### src/rtl/bres_pkg.sv
`timescale 1ns / 1ps
// Shared constants and types for the Bresenham line pixel generator.
// No dependencies; used by every module under rtl/.

package bres_pkg;

    localparam int COORD_BITS_DEF = 16;

    // configuration register file
    localparam int CFG_BITS       = 13;
    localparam int CFG_INDEX_BITS = 1;
    localparam logic [CFG_INDEX_BITS-1:0] REG_SCREEN_WIDTH  = 1'b0;
    localparam logic [CFG_INDEX_BITS-1:0] REG_SCREEN_HEIGHT = 1'b1;
    localparam logic [CFG_BITS-1:0] SCREEN_WIDTH_RESET  = 13'd640;
    localparam logic [CFG_BITS-1:0] SCREEN_HEIGHT_RESET = 13'd480;

    // command codes carried in tuser
    localparam logic CMD_LOAD    = 1'b0;
    localparam logic CMD_ADVANCE = 1'b1;

    // per-item flags passed from the front stage to the walker
    typedef struct packed {
        logic cmd;
        logic x_neg;
        logic y_neg;
    } front_flags_t;

endpackage

### src/rtl/bres_front.sv
`timescale 1ns / 1ps
// Input stage: registers an accepted item and works out the signed deltas.
// Depends on bres_pkg.

module bres_front #(
    parameter int COORD_BITS = bres_pkg::COORD_BITS_DEF
) (
    input  logic                       aclk,
    input  logic                       aresetn,
    input  logic                       in_valid,
    output logic                       in_ready,
    input  logic                       in_cmd,
    input  logic [COORD_BITS-1:0]      in_x0,
    input  logic [COORD_BITS-1:0]      in_y0,
    input  logic [COORD_BITS-1:0]      in_x1,
    input  logic [COORD_BITS-1:0]      in_y1,
    output logic                       out_valid,
    input  logic                       out_ready,
    output bres_pkg::front_flags_t     out_flags,
    output logic [COORD_BITS-1:0]      out_x0,
    output logic [COORD_BITS-1:0]      out_y0,
    output logic [COORD_BITS-1:0]      out_adx,
    output logic [COORD_BITS-1:0]      out_ady
);

    logic                    valid_reg, valid_next;
    bres_pkg::front_flags_t  flags_reg;
    logic [COORD_BITS-1:0]   x0_reg, y0_reg, adx_reg, ady_reg;

    logic                    in_fire;
    logic [COORD_BITS:0]     dx, dy, dx_abs, dy_abs;

    assign in_ready = !valid_reg || out_ready;
    assign in_fire  = in_valid && in_ready;

    // one extra bit keeps the difference of two signed coordinates exact
    assign dx     = {in_x1[COORD_BITS-1], in_x1} - {in_x0[COORD_BITS-1], in_x0};
    assign dy     = {in_y1[COORD_BITS-1], in_y1} - {in_y0[COORD_BITS-1], in_y0};
    assign dx_abs = dx[COORD_BITS] ? (~dx + (COORD_BITS+1)'(1)) : dx;
    assign dy_abs = dy[COORD_BITS] ? (~dy + (COORD_BITS+1)'(1)) : dy;

    always_comb begin
        valid_next = valid_reg;
        if (in_fire) begin
            valid_next = 1'b1;
        end else if (out_ready) begin
            valid_next = 1'b0;
        end
    end

    always_ff @(posedge aclk) begin
        if (!aresetn) begin
            valid_reg <= 1'b0;
        end else begin
            valid_reg <= valid_next;
        end
    end

    always_ff @(posedge aclk) begin
        if (in_fire) begin
            flags_reg.cmd   <= in_cmd;
            flags_reg.x_neg <= dx[COORD_BITS];
            flags_reg.y_neg <= dy[COORD_BITS];
            x0_reg          <= in_x0;
            y0_reg          <= in_y0;
            adx_reg         <= dx_abs[COORD_BITS-1:0];
            ady_reg         <= dy_abs[COORD_BITS-1:0];
        end
    end

    assign out_valid = valid_reg;
    assign out_flags = flags_reg;
    assign out_x0    = x0_reg;
    assign out_y0    = y0_reg;
    assign out_adx   = adx_reg;
    assign out_ady   = ady_reg;

endmodule

### src/rtl/bres_walk.sv
`timescale 1ns / 1ps
// Line walker: holds the Bresenham state and screen size, steps one pixel
// per advance item and registers the result. Depends on bres_pkg.

module bres_walk #(
    parameter int COORD_BITS = bres_pkg::COORD_BITS_DEF
) (
    input  logic                                   aclk,
    input  logic                                   aresetn,
    input  logic                                   cfg_wr_en,
    input  logic [bres_pkg::CFG_INDEX_BITS-1:0]    cfg_index,
    input  logic [bres_pkg::CFG_BITS-1:0]          cfg_data,
    input  logic                                   in_valid,
    output logic                                   in_ready,
    input  bres_pkg::front_flags_t                 in_flags,
    input  logic [COORD_BITS-1:0]                  in_x0,
    input  logic [COORD_BITS-1:0]                  in_y0,
    input  logic [COORD_BITS-1:0]                  in_adx,
    input  logic [COORD_BITS-1:0]                  in_ady,
    output logic                                   out_valid,
    input  logic                                   out_ready,
    output logic [COORD_BITS-1:0]                  out_x,
    output logic [COORD_BITS-1:0]                  out_y,
    output logic                                   out_on_screen,
    output logic                                   out_last
);

    localparam int ERR_W = COORD_BITS + 3;
    localparam int CMP_W = (COORD_BITS > bres_pkg::CFG_BITS) ? COORD_BITS
                                                              : bres_pkg::CFG_BITS;

    logic [bres_pkg::CFG_BITS-1:0] width_reg, width_next;
    logic [bres_pkg::CFG_BITS-1:0] height_reg, height_next;

    logic                    active_reg, active_next;
    logic [COORD_BITS:0]     left_reg, left_next;
    logic [COORD_BITS-1:0]   cur_x_reg, cur_x_next;
    logic [COORD_BITS-1:0]   cur_y_reg, cur_y_next;
    logic [ERR_W-1:0]        err_reg, err_next;
    logic [COORD_BITS:0]     tmaj_reg, tmaj_next;
    logic [COORD_BITS:0]     tmin_reg, tmin_next;
    logic                    x_neg_reg, x_neg_next;
    logic                    y_neg_reg, y_neg_next;
    logic                    x_major_reg, x_major_next;

    logic                    ovalid_reg, ovalid_next;
    logic [COORD_BITS-1:0]   ox_reg, oy_reg;
    logic                    oon_reg, olast_reg;

    logic                    is_load, take, produce, fin, err_ge, on_x, on_y, x_major;
    logic [COORD_BITS-1:0]   major, minor;

    assign is_load  = (in_flags.cmd == bres_pkg::CMD_LOAD);
    // loads and idle advances give nothing, so they never wait on the output
    assign in_ready = is_load || !active_reg || !ovalid_reg || out_ready;
    assign take     = in_valid && in_ready;
    assign produce  = take && !is_load && active_reg;
    assign fin      = (left_reg == (COORD_BITS+1)'(1));
    assign err_ge   = !err_reg[ERR_W-1];

    assign x_major  = in_adx > in_ady;
    assign major    = x_major ? in_adx : in_ady;
    assign minor    = x_major ? in_ady : in_adx;

    assign on_x = !cur_x_reg[COORD_BITS-1] && (CMP_W'(cur_x_reg) < CMP_W'(width_reg));
    assign on_y = !cur_y_reg[COORD_BITS-1] && (CMP_W'(cur_y_reg) < CMP_W'(height_reg));

    always_comb begin
        width_next  = width_reg;
        height_next = height_reg;
        if (cfg_wr_en) begin
            unique case (cfg_index)
                bres_pkg::REG_SCREEN_WIDTH:  width_next  = cfg_data;
                bres_pkg::REG_SCREEN_HEIGHT: height_next = cfg_data;
                default: ;
            endcase
        end
    end

    always_comb begin
        active_next  = active_reg;
        left_next    = left_reg;
        cur_x_next   = cur_x_reg;
        cur_y_next   = cur_y_reg;
        err_next     = err_reg;
        tmaj_next    = tmaj_reg;
        tmin_next    = tmin_reg;
        x_neg_next   = x_neg_reg;
        y_neg_next   = y_neg_reg;
        x_major_next = x_major_reg;
        if (take && is_load) begin
            active_next  = 1'b1;
            left_next    = {1'b0, major} + (COORD_BITS+1)'(1);
            cur_x_next   = in_x0;
            cur_y_next   = in_y0;
            err_next     = ERR_W'({minor, 1'b0}) - ERR_W'(major);
            tmaj_next    = {major, 1'b0};
            tmin_next    = {minor, 1'b0};
            x_neg_next   = in_flags.x_neg;
            y_neg_next   = in_flags.y_neg;
            x_major_next = x_major;
        end else if (produce) begin
            left_next = left_reg - (COORD_BITS+1)'(1);
            if (fin) begin
                active_next = 1'b0;
            end else begin
                err_next = err_reg + ERR_W'(tmin_reg)
                         - (err_ge ? ERR_W'(tmaj_reg) : ERR_W'(0));
                // major axis always steps, minor axis steps on a non-negative error
                if (x_major_reg || err_ge) begin
                    cur_x_next = cur_x_reg + (x_neg_reg ? {COORD_BITS{1'b1}}
                                                        : COORD_BITS'(1));
                end
                if (!x_major_reg || err_ge) begin
                    cur_y_next = cur_y_reg + (y_neg_reg ? {COORD_BITS{1'b1}}
                                                        : COORD_BITS'(1));
                end
            end
        end
    end

    always_comb begin
        ovalid_next = ovalid_reg;
        if (produce) begin
            ovalid_next = 1'b1;
        end else if (out_ready) begin
            ovalid_next = 1'b0;
        end
    end

    always_ff @(posedge aclk) begin
        if (!aresetn) begin
            width_reg   <= bres_pkg::SCREEN_WIDTH_RESET;
            height_reg  <= bres_pkg::SCREEN_HEIGHT_RESET;
            active_reg  <= 1'b0;
            left_reg    <= '0;
            ovalid_reg  <= 1'b0;
            cur_x_reg   <= '0;
            cur_y_reg   <= '0;
            err_reg     <= '0;
            tmaj_reg    <= '0;
            tmin_reg    <= '0;
            x_neg_reg   <= 1'b0;
            y_neg_reg   <= 1'b0;
            x_major_reg <= 1'b0;
        end else begin
            width_reg   <= width_next;
            height_reg  <= height_next;
            active_reg  <= active_next;
            left_reg    <= left_next;
            ovalid_reg  <= ovalid_next;
            cur_x_reg   <= cur_x_next;
            cur_y_reg   <= cur_y_next;
            err_reg     <= err_next;
            tmaj_reg    <= tmaj_next;
            tmin_reg    <= tmin_next;
            x_neg_reg   <= x_neg_next;
            y_neg_reg   <= y_neg_next;
            x_major_reg <= x_major_next;
        end
    end

    always_ff @(posedge aclk) begin
        if (produce) begin
            ox_reg    <= cur_x_reg;
            oy_reg    <= cur_y_reg;
            oon_reg   <= on_x && on_y;
            olast_reg <= fin;
        end
    end

    assign out_valid     = ovalid_reg;
    assign out_x         = ox_reg;
    assign out_y         = oy_reg;
    assign out_on_screen = oon_reg;
    assign out_last      = olast_reg;

    a_active_has_pixels: assert property (@(posedge aclk) disable iff (!aresetn)
        active_reg |-> (left_reg != '0))
        else $error("active line with no pixels left");

    a_load_starts_line: assert property (@(posedge aclk) disable iff (!aresetn)
        (take && is_load) |=> (active_reg && ($past(in_x0) == cur_x_reg)))
        else $error("load did not start a line at its first endpoint");

    a_last_ends_line: assert property (@(posedge aclk) disable iff (!aresetn)
        (produce && fin) |=> (!active_reg && ovalid_reg && olast_reg))
        else $error("final pixel did not close the line");

    a_idle_advance_quiet: assert property (@(posedge aclk) disable iff (!aresetn)
        (take && !is_load && !active_reg) |=> ($stable(cur_x_reg) && $stable(cur_y_reg)
                                               && !active_reg))
        else $error("advance without a line changed the state");

    a_result_not_lost: assert property (@(posedge aclk) disable iff (!aresetn)
        (ovalid_reg && !out_ready) |-> !produce)
        else $error("new pixel would overwrite an untaken result");

endmodule

### src/rtl/bresenham_line_pixel_generator_unit.sv
`timescale 1ns / 1ps
// Bresenham line pixel generator: top level wiring the input stage and the
// walker. Depends on bres_pkg, bres_front and bres_walk.
//
// Usage:
//   Input channel (s_*): tuser is the command. A load item (tuser = 0) takes
//   start and end points in tdata and gives no result; it replaces any line
//   in progress. An advance item (tuser = 1) gives one pixel of the current
//   line, first endpoint to second inclusive; with no line active it gives
//   nothing.
//   Result channel (m_*): tdata holds the pixel, tuser the on-screen flag
//   (0 <= x < screen_width and 0 <= y < screen_height), tlast marks the
//   final pixel of the line.
//   Config port: write cfg_data to register cfg_index (0 width, 1 height)
//   while the block is idle; no read-back.
//   Path: an accepted advance item is registered in the input stage and
//   its pixel in the walker. Throughput: one item per cycle while no held
//   result stalls it; the walker does one add-and-compare per error step.
//   Stalls: a held result blocks only further advances that would produce
//   pixels; the input stage register absorbs one more item.
//   Reset: synchronous, aresetn low clears all valid flags and the active
//   line and restores the screen size to 640 x 480.

module bresenham_line_pixel_generator_unit #(
    parameter int COORD_BITS = bres_pkg::COORD_BITS_DEF
) (
    input  logic                                 aclk,
    input  logic                                 aresetn,
    input  logic                                 cfg_wr_en,
    input  logic [bres_pkg::CFG_INDEX_BITS-1:0]  cfg_index,
    input  logic [bres_pkg::CFG_BITS-1:0]        cfg_data,
    input  logic                                 s_tvalid,
    output logic                                 s_tready,
    // fields from bit 0: start_x, start_y, end_x, end_y, zero pad
    input  logic [((4*COORD_BITS+7)/8)*8-1:0]    s_tdata,
    // fields from bit 0: cmd
    input  logic                                 s_tuser,
    output logic                                 m_tvalid,
    input  logic                                 m_tready,
    // fields from bit 0: pixel_x, pixel_y, zero pad
    output logic [((2*COORD_BITS+7)/8)*8-1:0]    m_tdata,
    // fields from bit 0: on_screen
    output logic                                 m_tuser,
    output logic                                 m_tlast
);

    localparam int M_TDATA_W = ((2*COORD_BITS+7)/8)*8;

    logic                    f_valid, f_ready;
    bres_pkg::front_flags_t  f_flags;
    logic [COORD_BITS-1:0]   f_x0, f_y0, f_adx, f_ady;
    logic [COORD_BITS-1:0]   px, py;

    bres_front #(
        .COORD_BITS (COORD_BITS)
    ) u_front (
        .aclk      (aclk),
        .aresetn   (aresetn),
        .in_valid  (s_tvalid),
        .in_ready  (s_tready),
        .in_cmd    (s_tuser),
        .in_x0     (s_tdata[COORD_BITS-1:0]),
        .in_y0     (s_tdata[2*COORD_BITS-1:COORD_BITS]),
        .in_x1     (s_tdata[3*COORD_BITS-1:2*COORD_BITS]),
        .in_y1     (s_tdata[4*COORD_BITS-1:3*COORD_BITS]),
        .out_valid (f_valid),
        .out_ready (f_ready),
        .out_flags (f_flags),
        .out_x0    (f_x0),
        .out_y0    (f_y0),
        .out_adx   (f_adx),
        .out_ady   (f_ady)
    );

    bres_walk #(
        .COORD_BITS (COORD_BITS)
    ) u_walk (
        .aclk          (aclk),
        .aresetn       (aresetn),
        .cfg_wr_en     (cfg_wr_en),
        .cfg_index     (cfg_index),
        .cfg_data      (cfg_data),
        .in_valid      (f_valid),
        .in_ready      (f_ready),
        .in_flags      (f_flags),
        .in_x0         (f_x0),
        .in_y0         (f_y0),
        .in_adx        (f_adx),
        .in_ady        (f_ady),
        .out_valid     (m_tvalid),
        .out_ready     (m_tready),
        .out_x         (px),
        .out_y         (py),
        .out_on_screen (m_tuser),
        .out_last      (m_tlast)
    );

    assign m_tdata = M_TDATA_W'({py, px});

endmodule
### config.mk
export PLATFORM = sky130hd
export DESIGN_NAME = bresenham_line_pixel_generator_unit
export DESIGN_NICKNAME = d
export VERILOG_FILES = /design/src/rtl/bres_pkg.sv /design/src/rtl/bres_front.sv /design/src/rtl/bres_walk.sv /design/src/rtl/bresenham_line_pixel_generator_unit.sv
export SDC_FILE = /design/constraint.sdc
export NUM_CORES = 1
export LEC_CHECK = 0
export BUFFER_PORTS_ARGS = -buffer_cell sky130_fd_sc_hd__buf_2
export CORE_ASPECT_RATIO = 1.75
export CORE_MARGIN = 5
export CORE_UTILIZATION = 45
export CTS_BUF_LIST = sky130_fd_sc_hd__clkbuf_4 sky130_fd_sc_hd__clkbuf_8 sky130_fd_sc_hd__clkbuf_16
export DETAILED_ROUTE_END_ITERATION = 10
export GPL_TIMING_DRIVEN = 0
export SYNTH_ARGS = -nofsm -noshare
export SYNTH_HDL_FRONTEND = slang
export SYNTH_HIERARCHICAL = 1
export SYNTH_SLANG_ARGS = --single-unit
### constraint.sdc
create_clock -name aclk -period 9.61 [get_ports aclk]
set_clock_uncertainty 0.1 [all_clocks]
set_input_delay 1.4415 -clock aclk [delete_from_list [all_inputs] [get_ports aclk]]
set_output_delay 1.4415 -clock aclk [all_outputs]
set_load 0.05 [all_outputs]
; ---- Word level (Yosys, flattened, before mapping)
; Index checks and enable logic that the tools add are counted.
[classes]
add_sub_neg = 11
multipliers = 0
div = 0
magnitude_cmp = 3
n_eq_ne = 2
n_shift = 0
mux = 27
bitwise = 4
reduce_logical = 33
[op_table]
columns = op, count
row1 = $mux 16, 14
row2 = $mux 19, 3
row3 = $mux 17, 3
row4 = $sub 16x16->17, 2
row5 = $add 16x1->16 const B, 2
row6 = $add 16x16->16, 2
row7 = $lt 16x13->1, 2
row8 = $not 16->16, 2
row9 = $add 19x17->19, 1
row10 = $sub 19x19->19, 1
row11 = $sub 17x16->18, 1
row12 = $add 16x1->17 const B, 1
row13 = $eq 17x1->1 const B, 1
row14 = $sub 17x1->17 const B, 1
row15 = $gt 16x16->1, 1
row16 = $reduce_bool 2->1, 6
row17 = $logic_and 1x1->1, 8
row18 = $reduce_and 2->1, 4
row19 = $logic_not 1->1, 7
row20 = $mux 1, 7
row21 = $logic_or 1x1->1, 6
row22 = $reduce_and 3->1, 2
row23 = $ne 2x2->1 const B, 1
row24 = $not 1->1, 2
[totals]
reg_bits = 233
latchBits = 0
ramBits = 0
romBits = 0
inputBits = 84
out_inout_bits = 36
elab_cells = 105
memories = 0

; ---- Longest topological paths before layout
[depth]
word_depth = 9
depth_mapped = 24
depth_no_buf = 20

; ---- Cells and area by module
; Netlist, hierarchy kept.
[by_module_without_submodules]
columns = mod, n_inst, cells_each, area_each_um2, seq_area_each_um2
row1 = bres_walk, 1, 1357, 11504.8, 3623.5
row2 = bres_front, 1, 424, 4420.5, 2031.9

; ---- Worst setup path before layout
; Ideal clock, no wire load.
[synth_path]
path_kind = register -> register
start = register u_front.adx_reg[13] (netlist: u_front/out_adx[13])
end = register u_walk.err_reg[16]
setup_time_ns = 0.076
arrival_time_ns = 4.632
t_required_ns = 9.434
setup_slack_ns = 4.802
path_stages_with_launch = 24
n_path_buf = 4
period_less_slack_ns = 4.808
path_cell_list = edfxtp_1 ha_1 nand4_2 nor4_4 a21bo_2 a31oi_4 buf_8 buf_8 buf_6 buf_2 nor2_1 a21oi_1 inv_1 fa_1 nor2b_1 o21ai_0 a21boi_0 o21bai_1 a211oi_1 nor3_1 o31ai_1 xnor2_1 nand2_1 a21boi_0
[synth_via]
elab_chain_len = 4
elab_cells_between_ends = 5
cone_classes = add/sub: 1 / order compare: 1 / mux: 3
[synth_lines]
columns = item, line_no
row1 = start: declaration, bres_front.sv:28  ; logic [COORD_BITS-1:0] x0_reg, y0_reg, adx_reg, ady_reg;
row2 = start signal: assignment, bres_front.sv:66  ; adx_reg <= dx_abs[COORD_BITS-1:0];
row3 = $gt 16x16->1, bres_walk.sv:61  ; assign x_major = in_adx > in_ady;
row4 = $mux 16, bres_walk.sv:62  ; assign major = x_major ? in_adx : in_ady;
row5 = net u_walk.major[1], bres_walk.sv:51  ; logic [COORD_BITS-1:0] major, minor;
row6 = $sub 17x16->18, bres_walk.sv:96  ; err_next = ERR_W'({minor, 1'b0}) - ERR_W'(major);
row7 = $mux 19, bres_walk.sv:91  ; if (take && is_load) begin
row8 = end signal: assignment, bres_walk.sv:154  ; err_reg <= err_next;
row9 = end: declaration, bres_walk.sv:39  ; logic [ERR_W-1:0] err_reg, err_next;
; The timed path passes the listed nets, and every way through them passes these cells.
; A chain may end at the register's enable or synchronous reset.

; ---- Final worst setup path
; Same ends and word-level chain as after synthesis.

==> out/metrics.json <==
{
  "final_layout_size_suffix_gt1_frac": 0.117,
  "die_h_um": 259,
  "synth-seq-cells": 232,
  "postCtsSetupBuffers": 0,
  "tightest_slew_ps": 1110,
  "worst-endpoint-arrival_ps": 6340,
  "synth.top_cells.by_area": "edfxtp_1, dfxtp_1, ha_1",
  "die-area_mm2": 0.0394,
  "setup-violations-final": 0,
  "num_io_pins": 120,
  "clock_latency_on_the_worst_skew_pair_ps": 540,
  "finalWorstSetupSlack_ps": 3630,
  "tritoncts.num_buffers": 25,
  "slowest_stage": "edfxtp_1",
  "detail_route.wirelength_mm": 47.9,
  "synth_edf_count": 101,
  "fmaxAchievable_mhz": 167,
  "tritoncts_clock_tree": "built",
  "ctsHoldBuffers": 0,
  "placed_cell_area_mm2": 0.0172,
  "num_vias": 13400,
  "grt_pass1_vias": 13600,
  "path_category_of_the_worst_min_delay_check": "flop to flop",
  "dominantRegCellSynth": "dfxtp_1",
  "reg2regPathDepth": 23,
  "cts_resized": 0,
  "synthCells": 1781,
  "overflow_left_after_global_routing": 0,
  "worst_hold_path.endpoint": "u_walk/width_reg[6]",
  "startpoint_type": "flop",
  "cellPowerDensity_mw_per_mm2": 217,
  "num_rows": 91,
  "critPathKind": "flop to flop",
  "n_antenna_cell": 0,
  "flow.area_growth_from_synthesis_pct": 12.9,
  "synth_commonest_cells": "nand2_1, inv_1, a21oi_1",
  "async_reset_ff_frac": 0,
  "tritoncts_num_sinks": 232,
  "htree_num_levels": 1,
  "synth.lib_cells_used.distinct": 85,
  "finalWeightedCongestion": 0.944,
  "rrSetupSlack_ps": 3630,
  "setup.worst_path.end_class": "flop",
  "dp_slack_ps": 3660,
  "mapped_area_mm2": 0.0159,
  "netlist.top_cell.by_area": "edfxtp_1",
  "io_buffer_count": 119,
  "slew_headroom": 0.259,
  "floorplan.initialDensity": 0.453,
  "r2r-end": "u_walk/err_reg[16]",
  "drtAntennaViolNets": 0,
  "timing.hold.worst_path_depth": 2,
  "detailed_placer_s_ending_hpwl_mm": 39.1,
  "first_pass_iters": 6,
  "post_drt_via_cell_ratio": 5.54,
  "globalRouteMet1Util": 0.242,
  "chipWidth_um": 152,
  "timing.setup.tns_ps": 0,
  "cp.required_ps": 9970,
  "mappedNetlistNets": 2023,
  "path_max_fanout": 10,
  "irDropWorstVdd_uv": 110,
  "first_drt_iteration_drcs": 649,
  "drv_cap": 0,
  "timing.final.crit_share": 0.622,
  "post-route-drc-count": 0,
  "nets": 2171,
  "critical-path-max-stage-delay_ps": 490,
  "p_leak_nw": 8.14,
  "hold_slack_ps": 373,
  "grt_first_pass_wirelength_mm": 74.5,
  "cts.path.max_buffers": 3,
  "report.final.slew_viol_count": 0,
  "met3_usage": 0.0222,
  "outcome": "completed",
  "synth.avg_cell_area_um2": 8.94,
  "rsz0062_at_grt": "false",
  "met2_usage": 0.473,
  "clk_root_buffer_cell": "clkbuf_16",
  "path_cells": "ha_1 -> nand4_2 -> nor4_4 -> a21bo_2 -> a31oi_4 -> buf_8 -> buf_8 -> buf_6 -> buf_2 -> nor2_1 -> a21oi_1 -> inv_1 -> fa_1 -> nor2b_1 -> o21ai_0 -> a21boi_0 -> o21bai_1 -> a211oi_1 -> nor3_1 -> o31ai_1 -> xnor2_1 -> nand2_1 -> a21boi_0",
  "drt-wirelength-per-cell_um": 19.9,
  "grt_max_degree": 68,
  "min_from": "u_walk/width_reg[6]",
  "yosys.cell_count.top_type": "nand2_1",
  "gr-max-usage-layer": "met2",
  "critical_path.reg2reg.startpoint": "u_front/out_adx[13]",
  "placedCellCount": 2367,
  "post-route-cell-area_mm2": 0.0180,
  "clk_pin_slew_worst_paths_ps": 70,
  "layoutNonFillerInstCount": 2413,
  "totalPowerFinal_mw": 3.91,
  "synthesis.yosys.warnings": 6,
  "synth-seq-area-share": 0.355,
  "core_region_area_mm2": 0.0352,
  "layout_utilization": 0.511,
  "final_hold_violating_endpoints": 0,
  "largest_reg_flops": 18,
  "num-fill-cells": 3403,
  "timing.final.crit_period_ps": 5980,
  "antenna_violations_before_repair": 0,
  "synth_top_cell_area_share": 0.190,
  "globalRouteTotalUtil": 0.238
}
## metal layers
layer  vias up  part of all wire
li1       6602                 -
met1      6324              0.36
met2       316              0.55
met3       116             0.036
met4         0             0.056
met5         -                 0
## worst max-delay path by stage
stage	slack [ps]	start	endpoint	cells after the start
finish	3630	u_front/out_adx[13]	u_walk/err_reg[16]	23
global route	3180	u_front/out_adx[14]	u_walk/err_reg[16]	23
CTS	3630	u_front/out_adx[14]	u_walk/err_reg[16]	23
detailed placement	3660	u_front/out_adx[14]	u_walk/err_reg[16]	23
global placement	3730	u_front/out_adx[14]	u_walk/err_reg[16]	23
floorplan	4800	u_front/out_adx[13]	u_walk/err_reg[16]	23
## area by class of cell
| type | count | area (um^2) | share of cell area |
|---|---|---|---|
| plain buffers | 64 | 297 | 0.0165 |
| flip-flops and latches | 232 | 5660 | 0.315 |
| multi-input cells | 1304 | 9300 | 0.517 |
| clock inverters | 11 | 95.1 | 0.00529 |
| inverters | 181 | 679 | 0.0378 |
| well taps | 465 | 582 | 0.0324 |
| repair buffers | 121 | 643 | 0.0358 |
| clock buffers | 35 | 726 | 0.0404 |
## placed cells by master, fill, tap and decap left out, drive strengths merged, types with 12 or more instances in the layout
cell type	instances
xor2	53
fa	22
xnor2	67
o211a	50
and3	17
mux2	16
a21o	37
nand2b	19
o21a	15
nand2	215
nor2	97
nand3	34
a21oi	141
a21boi	39
dfxtp	131
ha	136
edfxtp	101
o31ai	14
clkbuf	84
buf	136
nor2b	40
nand4	14
o211ai	32
o21ai	75
nor3	37
or3	12
inv	182
## cell families (layout without fill, tap and decap cells)
group / count (synthesis) / after routing / synth area share
flip-flops: 232 / 232 / 0.355
AND/OR/NAND/NOR: 521 / 521 / 0.156
adder cells (fa/ha/maj): 158 / 158 / 0.135
buffers and inverters: 245 / 412 / 0.0612
multiplexers: 19 / 19 / 0.0134
AO/OA/AOI/OAI: 486 / 486 / 0.214
XOR/XNOR: 120 / 120 / 0.0660
## worst max-delay path: cells and delay by family (launching register included)
kind / cells / cell delay, ps
compound gates: 9 / 2430
buf+inv: 5 / 880
xor+xnor: 1 / 160
flops: 1 / 490
simple gates: 6 / 1060
fa+ha+maj: 2 / 810
## where the power goes
| part | internal (mW) | switching [mW] | total (mW) |
|---|---|---|---|
| combinational | 0.675 | 1.05 | 1.72 |
| sequential | 1.13 | 0.0875 | 1.22 |
| clock | 0.557 | 0.407 | 0.964 |
| total | 2.36 | 1.54 | 3.91 |
Note: power is estimated with default switching activity, not from simulation.
